<file path="src/hw/rtl/longest_decreasing_run_length_macros.svh">
// Assertion macros shared by the longest decreasing run length RTL.
// Depends on nothing; included by modules that carry assertions.
`ifndef LONGEST_DECREASING_RUN_LENGTH_MACROS_SVH
`define LONGEST_DECREASING_RUN_LENGTH_MACROS_SVH

// Same-cycle implication, disabled while reset is asserted.
`define LDR_ASSERT_NOW(label, clk, rst_n, ante, cons, msg) \
  label: assert property (@(posedge clk) disable iff (!rst_n) (ante) |-> (cons)) \
    else $error(msg);

// Next-cycle implication, disabled while reset is asserted.
`define LDR_ASSERT_NEXT(label, clk, rst_n, ante, cons, msg) \
  label: assert property (@(posedge clk) disable iff (!rst_n) (ante) |=> (cons)) \
    else $error(msg);

`endif

</file>
<file path="src/hw/rtl/ldr_pkg.sv">
// Package for the longest decreasing run length block: widths, types and defaults.
// Depends on nothing; used by the interfaces and all modules.
package ldr_pkg;

  localparam int VALUE_W     = 32;
  localparam int RUN_LEN_W   = 11;
  localparam int MAX_LEN_DEF = 1024;

  typedef logic signed [VALUE_W-1:0] value_t;
  typedef logic [RUN_LEN_W-1:0]      run_len_t;

endpackage

</file>
<file path="src/hw/rtl/ldr_if.sv">
// Request and response channel interfaces of the longest decreasing run length block.
// Depends on ldr_pkg.
interface ldr_req_if;
  logic            valid;
  logic            ready;
  ldr_pkg::value_t value;
  logic            last_item;

  modport source (output valid, output value, output last_item, input ready);
  modport sink   (input valid, input value, input last_item, output ready);
endinterface

interface ldr_rsp_if;
  logic              valid;
  logic              ready;
  ldr_pkg::run_len_t run_length;
  logic              overflow;

  modport source (output valid, output run_length, output overflow, input ready);
  modport sink   (input valid, input run_length, input overflow, output ready);
endinterface

</file>
<file path="src/hw/rtl/ldr_ctrl.sv">
// Search and update sequencer of the longest decreasing run length block.
// Depends on ldr_pkg, ldr_if and the assertion macros; drives ldr_tail_mem.
`include "longest_decreasing_run_length_macros.svh"

module ldr_ctrl #(
  parameter int MAX_LEN = ldr_pkg::MAX_LEN_DEF,
  parameter int AW      = $clog2(MAX_LEN),
  parameter int LW      = $clog2(MAX_LEN + 1)
) (
  input  logic              clk_i,
  input  logic              rst_ni,
  ldr_req_if.sink           req_i,
  ldr_rsp_if.source         rsp_o,
  output logic              mem_en_o,
  output logic              mem_we_o,
  output logic [AW-1:0]     mem_addr_o,
  output ldr_pkg::value_t   mem_wdata_o,
  input  ldr_pkg::value_t   mem_rdata_i
);

  localparam int RLW = ldr_pkg::RUN_LEN_W;
  localparam logic [LW-1:0] MaxLenL = LW'(MAX_LEN);

  typedef enum logic [2:0] {
    ST_IDLE = 3'b001,
    ST_SRCH = 3'b010,
    ST_UPD  = 3'b100
  } state_e;

  state_e          state_q, state_d;
  ldr_pkg::value_t key_q, key_d;
  logic            last_q, last_d;
  logic [LW-1:0]   lo_q, lo_d, hi_q, hi_d, mid_q, mid_d;
  logic            pend_q, pend_d;
  logic [LW-1:0]   len_q, len_d;
  logic [LW-1:0]   res_len_q, res_len_d;
  logic            res_ovf_q, res_ovf_d;
  logic            out_valid_q, out_valid_d;

  logic [LW-1:0]   lo_n, hi_n, mid_n;
  logic            append, full;

  always_comb begin
    // Fold in the compare of the tail read in the previous cycle.
    lo_n = lo_q;
    hi_n = hi_q;
    if (pend_q) begin
      if (mem_rdata_i > key_q) begin
        lo_n = mid_q + LW'(1);
      end else begin
        hi_n = mid_q;
      end
    end
    mid_n  = lo_n + ((hi_n - lo_n) >> 1);
    append = (lo_q == len_q);
    full   = (len_q == MaxLenL);
  end

  always_comb begin
    state_d     = state_q;
    key_d       = key_q;
    last_d      = last_q;
    lo_d        = lo_q;
    hi_d        = hi_q;
    mid_d       = mid_q;
    pend_d      = 1'b0;
    len_d       = len_q;
    res_len_d   = res_len_q;
    res_ovf_d   = res_ovf_q;
    out_valid_d = out_valid_q && !rsp_o.ready;
    mem_en_o    = 1'b0;
    mem_we_o    = 1'b0;
    mem_addr_o  = mid_n[AW-1:0];
    mem_wdata_o = key_q;

    unique case (state_q)
      ST_IDLE: begin
        if (req_i.valid) begin
          key_d   = req_i.value;
          last_d  = req_i.last_item;
          lo_d    = '0;
          hi_d    = len_q;
          state_d = ST_SRCH;
        end
      end
      ST_SRCH: begin
        lo_d = lo_n;
        hi_d = hi_n;
        if (lo_n < hi_n) begin
          mem_en_o = 1'b1;
          mid_d    = mid_n;
          pend_d   = 1'b1;
        end else begin
          state_d = ST_UPD;
        end
      end
      ST_UPD: begin
        // Hold the update until the result register can take the response.
        if (!out_valid_q || rsp_o.ready) begin
          mem_addr_o = lo_q[AW-1:0];
          res_ovf_d  = 1'b0;
          res_len_d  = len_q;
          if (!append) begin
            mem_en_o = 1'b1;
            mem_we_o = 1'b1;
          end else if (!full) begin
            mem_en_o  = 1'b1;
            mem_we_o  = 1'b1;
            res_len_d = len_q + LW'(1);
          end else begin
            res_ovf_d = 1'b1;
          end
          len_d       = last_q ? '0 : res_len_d;
          out_valid_d = 1'b1;
          state_d     = ST_IDLE;
        end
      end
      default: begin
        state_d = ST_IDLE;
      end
    endcase
  end

  always_ff @(posedge clk_i or negedge rst_ni) begin
    if (!rst_ni) begin
      state_q     <= ST_IDLE;
      pend_q      <= 1'b0;
      len_q       <= '0;
      out_valid_q <= 1'b0;
    end else begin
      state_q     <= state_d;
      pend_q      <= pend_d;
      len_q       <= len_d;
      out_valid_q <= out_valid_d;
    end
  end

  always_ff @(posedge clk_i) begin
    key_q     <= key_d;
    last_q    <= last_d;
    lo_q      <= lo_d;
    hi_q      <= hi_d;
    mid_q     <= mid_d;
    res_len_q <= res_len_d;
    res_ovf_q <= res_ovf_d;
  end

  assign req_i.ready      = (state_q == ST_IDLE);
  assign rsp_o.valid      = out_valid_q;
  assign rsp_o.run_length = RLW'(res_len_q);
  assign rsp_o.overflow   = res_ovf_q;

  `LDR_ASSERT_NOW(a_len_bound, clk_i, rst_ni, 1'b1, len_q <= MaxLenL, "length above capacity")
  `LDR_ASSERT_NOW(a_window_order, clk_i, rst_ni, state_q == ST_SRCH,
                  (lo_q <= hi_q) && (hi_q <= len_q), "search window out of range")
  `LDR_ASSERT_NOW(a_ovf_full, clk_i, rst_ni, out_valid_q && res_ovf_q,
                  res_len_q == MaxLenL, "overflow reported below capacity")
  `LDR_ASSERT_NEXT(a_req_starts_search, clk_i, rst_ni, req_i.valid && req_i.ready,
                   (state_q == ST_SRCH) && !pend_q, "accepted request did not start a search")

endmodule

</file>
<file path="src/flat_wrapper.sv">
// flat-port wrapper written by rule: the top's interface ports become plain ports
module ldr_ctrl_flat 
#(
  parameter int MAX_LEN = ldr_pkg::MAX_LEN_DEF,
  parameter int AW      = $clog2(MAX_LEN),
  parameter int LW      = $clog2(MAX_LEN + 1)
)
  (clk_i, rst_ni, mem_en_o, mem_we_o, mem_addr_o, mem_wdata_o, mem_rdata_i, req_i_valid, req_i_value, req_i_last_item, req_i_ready, rsp_o_valid, rsp_o_run_length, rsp_o_overflow, rsp_o_ready);
  ldr_req_if req_i_i ();
  ldr_rsp_if rsp_o_i ();
  input  logic clk_i;
  input  logic rst_ni;
  output logic mem_en_o;
  output logic mem_we_o;
  output logic [AW-1:0] mem_addr_o;
  output ldr_pkg::value_t mem_wdata_o;
  input  ldr_pkg::value_t mem_rdata_i;
  input wire logic [$bits(req_i_i.valid)-1:0] req_i_valid;
  input wire logic [$bits(req_i_i.value)-1:0] req_i_value;
  input wire logic [$bits(req_i_i.last_item)-1:0] req_i_last_item;
  output wire logic [$bits(req_i_i.ready)-1:0] req_i_ready;
  output wire logic [$bits(rsp_o_i.valid)-1:0] rsp_o_valid;
  output wire logic [$bits(rsp_o_i.run_length)-1:0] rsp_o_run_length;
  output wire logic [$bits(rsp_o_i.overflow)-1:0] rsp_o_overflow;
  input wire logic [$bits(rsp_o_i.ready)-1:0] rsp_o_ready;
  assign req_i_i.valid = req_i_valid;
  assign req_i_i.value = req_i_value;
  assign req_i_i.last_item = req_i_last_item;
  assign req_i_ready = req_i_i.ready;
  assign rsp_o_valid = rsp_o_i.valid;
  assign rsp_o_run_length = rsp_o_i.run_length;
  assign rsp_o_overflow = rsp_o_i.overflow;
  assign rsp_o_i.ready = rsp_o_ready;
  ldr_ctrl #(.MAX_LEN(MAX_LEN), .AW(AW), .LW(LW)) u_core (.clk_i(clk_i), .rst_ni(rst_ni), .req_i(req_i_i), .rsp_o(rsp_o_i), .mem_en_o(mem_en_o), .mem_we_o(mem_we_o), .mem_addr_o(mem_addr_o), .mem_wdata_o(mem_wdata_o), .mem_rdata_i(mem_rdata_i));
endmodule
</file>
<file path="config.mk">
export PLATFORM = sky130hd
export DESIGN_NAME = ldr_ctrl_flat
export DESIGN_NICKNAME = d
export VERILOG_FILES = /design/src/hw/rtl/ldr_pkg.sv /design/src/hw/rtl/ldr_if.sv /design/src/hw/rtl/ldr_ctrl.sv /design/src/flat_wrapper.sv
export VERILOG_INCLUDE_DIRS = /design/src /design/src/hw/rtl
export SDC_FILE = /design/constraint.sdc
export NUM_CORES = 1
export LEC_CHECK = 0
export ABC_AREA = 1
export BUFFER_PORTS_ARGS = -buffer_cell sky130_fd_sc_hd__buf_4
export CAP_MARGIN = 10
export CORE_ASPECT_RATIO = 0.6
export CORE_UTILIZATION = 36
export DETAILED_ROUTE_END_ITERATION = 7
export SYNTH_ARGS = -nofsm -noshare
export SYNTH_HDL_FRONTEND = slang
export SYNTH_SLANG_ARGS = --single-unit
</file>
<file path="constraint.sdc">
create_clock -name clk_i -period 12.1 [get_ports clk_i]
set_clock_uncertainty 0.1 [all_clocks]
set_input_delay 1.21 -clock clk_i [delete_from_list [all_inputs] [get_ports clk_i]]
set_output_delay 1.21 -clock clk_i [all_outputs]
set_load 0.005 [all_outputs]
</file>
# ---- Word level (Yosys, flattened, before mapping)
# Index checks and enable logic that the tools add are counted.
dict set report word_totals {
  regBits 94
  input_bits 69
  output_inout_bits 58
  elab_cells 62
}
dict set report classes {
  add_sub_neg 4
  n_lt_le_gt_ge 2
  n_eq_ne 8
  muxes 27
  n_reduce_logical 10
}
# op count
set op_table {}
lappend op_table {{2-to-1 mux 11 bit} 9}
lappend op_table {{one-hot mux 11 bit (2 select lines)} 2}
lappend op_table {{> comparator 32 bit} 1}
lappend op_table {{adder 11 x 1 -> 11 bit, second input constant} 2}
lappend op_table {{2-to-1 mux 10 bit} 2}
lappend op_table {{adder 11 x 10 -> 11 bit} 1}
lappend op_table {{equality test 11 bit} 1}
lappend op_table {{equality test 11 bit, second input constant} 1}
lappend op_table {{< comparator 11 bit} 1}
lappend op_table {{subtractor 11 bit} 1}
lappend op_table {{2-to-1 mux 1 bit} 9}
lappend op_table {{2-to-1 mux 3 bit} 3}
lappend op_table {{one-hot mux 3 bit (3 select lines)} 1}
lappend op_table {{AND reduction 2 bit} 4}
lappend op_table {{!= test 2 bit, second input constant} 2}
lappend op_table {{equality test 3 x 1 -> 1 bit, second input constant} 1}
lappend op_table {{equality test 3 x 2 -> 1 bit, second input constant} 1}
lappend op_table {{equality test 3 bit, second input constant} 1}
lappend op_table {{AND reduction 3 bit} 1}
lappend op_table {{zero test 1 bit} 2}
lappend op_table {{!= test 2 x 1 -> 1 bit, second input constant} 1}
lappend op_table {{one-hot mux 1 bit (2 select lines)} 1}
lappend op_table {{nonzero test 2 bit} 1}
lappend op_table {{logical AND 1 bit} 1}
lappend op_table {{logical OR 1 bit} 1}

# ---- Longest topological paths before layout
dict set report depth {
  ltp_word 7
  mapped_depth 38
  mapped_depth_nobuf 37
}

# ---- Worst setup path after synthesis
# No wires, ideal clock.
dict set report synth_timing {
  path_kind {input -> output}
  startpoint {input mem_rdata_i[31]}
  endpoint {output mem_addr_o[9]}
  arrival_time_ns 5.061
  required_ns 10.790
  setup_slack_ns 5.729
  stages 27
  n_path_buf 2
  cell_sequence {ha_1 > a21oi_1 > o21a_1 > nand2_1 > nor2_1 > nand2_1 > nand2_2 > nand3_4 > nand2_4 > buf_6 > clkbuf_1 > o21ai_0 > ha_1 > a21o_1 > a221oi_1 > nand2_1 > nand3_1 > nand2_1 > xor2_1 > ha_1 > nand2_1 > nor2_1 > a211oi_1 > nand3_1 > nand3_1 > nand2_1 > inv_1}
}
dict set report synth_via {
  elab_chain_cells 7
  elab_cells_between_ends 9
  cone_classes {add/sub: 2; order compare: 1; mux: 6}
}
# element line
set synth_lines {}
lappend synth_lines {{from (decl)} flat_wrapper.sv:17} ;# input ldr_pkg::value_t mem_rdata_i;
lappend synth_lines {{> comparator 32 bit (*)} ldr_ctrl.sv:48} ;# if (mem_rdata_i > key_q) begin
lappend synth_lines {{2-to-1 mux 11 bit} ldr_ctrl.sv:48}
lappend synth_lines {{2-to-1 mux 11 bit} ldr_ctrl.sv:47} ;# if (pend_q) begin
lappend synth_lines {{subtractor 11 bit} ldr_ctrl.sv:54} ;# mid_n = lo_n + ((hi_n - lo_n) >> 1);
lappend synth_lines {{adder 11 x 10 -> 11 bit (*)} ldr_ctrl.sv:54}
lappend synth_lines {{2-to-1 mux 10 bit} ldr_ctrl.sv:99} ;# if (!out_valid_q || rsp_o.ready) begin
lappend synth_lines {{2-to-1 mux 10 bit (*)} ldr_ctrl.sv:76} ;# unique case (state_q)
lappend synth_lines {{to (decl)} flat_wrapper.sv:15} ;# output logic [AW-1:0] mem_addr_o;
# Mark *: on every way between the ends. The rest lies on a longest branch, timed or not.

# ---- Final worst setup path
# Ends and elaborated chain as after synthesis.

==> impl_results.md <==
* Worst Setup End Kind: output port
* # diodes at 0
* CTS tree: done
* Vias per cell at 4.79
* Sequential cell area fraction in the yosys report at 0.435
* Pin count of the biggest net entering global routing at 37
* WHS at 0.484 ns
* Startpoint Class: primary input
* Outcome: finished clean
* Die height at 105 um
* Syn_nets at 869
* Number of setup buffers added after CTS at 0
* Net Sw Frac at 0.462
* Setup-failing EPs final at 0
* Number of synthesized flops with an enable pin at 78
* Max_slew headroom at 0.319
* Most frequent cell after synthesis: nand2_1
* Register Area at 0.00274 mm^2
* Die ar. at 0.0181 mm^2
* GRT Overall Usage at 0.185
* Via count at 5317
* Number of antenna violations at the first check in global routing at 0
* Main synth FF type: edfxtp_1
* CP Data Required Time at 10.79 ns
* Share of the synthesized area in the top cell type at 0.372
* Fmax at 136 MHz
* # IOs at 127
* First-pass GRT wire length at 26200 um
* DRC Markers at 0
* Dpl cells at 1093
* Initial core utilization at 0.368
* Comb power frac at 0.641
* Maximum vdd ir drop at 0.000426 V
* Synth unique cells at 41
* Setup Crit Path Kind: primary input to output port
* Post-synth top area cell: edfxtp_1
* Flop pwr share at 0.239
* Post-Synthesis Cells at 744
* Final cell count without fillers at 1109
* CORE AREA at 0.0171 mm^2
* Clock Latency Late Sink at 0.35 ns
* Nets at 995
* Yosys Warn Count at 0
* Crit share post-route at 0.608
* Setup TNS at 0 ns
* Yosys reg bits at 94
* Area contributors post-synth: edfxtp_1, ha_1, nand2_1
* Hold Crit Class: register to register
* NetSw at 1.17 mW
* Internal power at 1.36 mW
* Slew @ Worst Pin at 1.02 ns
* Clk Tree Root Cell: clkbuf_16
* TritonRoute pass-1 iters at 5
* Worst-path clk slew at 0.07 ns
* Layout cells sized above 1 at 0.209
* Initial drt markers at 410
* Leak at 3.89 nW
* Power Density at 323 mW/mm^2
* Max clock buf depth at 2
* Crit path max fanout at 18
* Hold Vio Cnt, Final at 0
* Post-CTS resize count at 0
* Area of the multi-input gates at 0.00297 mm^2
* Placer Congestion at 0.881
* Post-DP HPWL at 13000 um
* Clock share of power at 0.121
* Async set or reset register ratio after synthesis at 0.170
* Num CTS Buffers at 9
* Tmin final at 7.35 ns
* Hold-fix buffer count after cts at 0
* CTS H-Tree Depth at 3
* Synth top cells by count: nand2_1, inv_1, edfxtp_1, ha_1
* Row count at 37
* RSZ-0062 raised after global routing: no
* DIE WIDTH at 173 um
* Final ANT Viol Nets at 0
* Clock tree sinks at 94
* Max Slew Vio Count at 0
* Netlist Area Pre-Place at 0.00630 mm^2
* Final WL at 16100 um
* Fillers at 1715
* Worst EP arrival at 6.04 ns
* WL/cell at 14.6 um
* Layout area overhead at 24.1%
* MaxCap Viol Count at 0
* Grt total ovfl at 0
* Port bufs at 126
* Syn_area_per_cell at 8.47 um^2
* Vias in the first global route at 5041
==> state kept, by name (all words and copies together), names as in the netlist, 3 cells and up <==
name                     flops
u_core.lo_q                 11
u_core.mem_wdata_o          32
u_core.len_q                11
u_core.rsp_o.run_length     11
u_core.state_q               3
u_core.hi_q                 11
u_core.mid_q                11
==> metrics by stage <==
| step | instance area (um^2) | setup WS [ns] | util | power [mW] |
|---|---|---|---|---|
| floorplan | 6300 | 5.73 | - | 1.67 |
| detailed placement | 7510 | 4.87 | 0.438 | 2.22 |
| CTS | 7830 | 4.85 | 0.457 | 2.54 |
| finish | 7830 | 4.75 | 0.457 | 2.52 |
| global route | 7830 | 4.31 | 0.457 | 2.78 |
| global placement | 7510 | 4.99 | 0.438 | 2.22 |
==> final timing paths <==
check	start	end	slack (ns)	depth (start not counted)
min in group asynchronous	rst_ni	u_core.pend_q$_DFF_PN0_	0.62	1
hold / removal	u_core.rsp_o.valid$_DFF_PN0_	u_core.rsp_o.valid$_DFF_PN0_	0.48	2
hold reg to reg	u_core.rsp_o.valid$_DFF_PN0_	u_core.rsp_o.valid$_DFF_PN0_	0.48	2
setup / recovery	mem_rdata_i[31]	mem_addr_o[9]	4.75	28
max in group asynchronous	rst_ni	u_core.state_q[0]$_DFFE_PN1P_	11.03	1
setup reg to reg	u_core.mem_wdata_o[31]$_DFFE_PP_	u_core.mid_q[9]$_DFFE_PP_	6.84	25
==> layer usage <==
| layer | global-route usage | wire [um] | vias to the layer above |
|---|---|---|---|
| met5 | 0 | 0 | - |
| met4 | 0.0322 | 114 | 0 |
| met3 | 0.0355 | 1150 | 9 |
| met2 | 0.264 | 6480 | 162 |
| met1 | 0.287 | 8400 | 2460 |
| li1 | - | - | 2686 |
==> critical path: stages <==
cell and delay [ns]:
buf_4 0.11, ha_1 0.33, a21oi_1 0.17, o21a_1 0.16
nand2_1 0.05, nor2_1 0.26, nand2_1 0.14, nand2_2 0.11
nand3_4 0.16, nor2_8 0.25, nand3b_1 0.11, o21ai_0 0.17
inv_1 0.14, ha_1 0.40, a21o_1 0.23, a221oi_1 0.26
nand2_1 0.15, xor2_1 0.16, ha_1 0.33, a21oi_1 0.28
nor2_1 0.07, a211oi_1 0.30, nand2_1 0.11, nand2_1 0.08
nand3_1 0.06, nand2_1 0.07, inv_1 0.04, buf_4 0.12
==> cell type report <==
type                    count  area share
repair buffers            128       0.123
inverters                 144      0.0691
well taps                 234      0.0374
multi-input cells         493       0.380
flip-flops and latches     94       0.351
clock inverters             5     0.00799
clock buffers              11      0.0325
==> cells by family after synthesis <==
kind of cell,Yosys count,synth area share
simple gates,311,0.231
fa+ha+maj,56,0.114
flops,94,0.435
xor+xnor,29,0.0403
compound gates,97,0.0847
buf+inv,157,0.0951
==> power by group through the flow <==
stage	sequential, mW	combinational (mW)	clock [mW]
3_3_place_gp	0.607	1.61	0
5_1_grt	0.615	1.84	0.325
2_1_floorplan	0.578	1.09	0
3_5_place_dp	0.608	1.61	0
4_1_cts	0.602	1.62	0.313
6_report	0.603	1.62	0.304
==> placed cells by master, fill, tap and decap left out, drive strengths merged, types with 2 or more instances in the layout <==
master / synthesis / routed
o21a: 2 / 2
clkinvlp: 0 / 2
buf: 3 / 128
a21oi: 28 / 28
xor2: 23 / 23
nand3b: 2 / 2
nand3: 53 / 53
a21o: 4 / 4
nand4: 11 / 11
ha: 54 / 54
dfrtp: 15 / 15
o22ai: 11 / 11
fa: 2 / 2
a211oi: 2 / 2
or2: 2 / 2
inv: 143 / 145
clkbuf: 10 / 11
edfxtp: 78 / 78
nand2: 185 / 185
nor2: 45 / 45
nor4: 5 / 5
nor3: 8 / 8
xnor2: 6 / 6
o21ai: 46 / 46
Note: power is estimated with default switching activity, not from simulation.
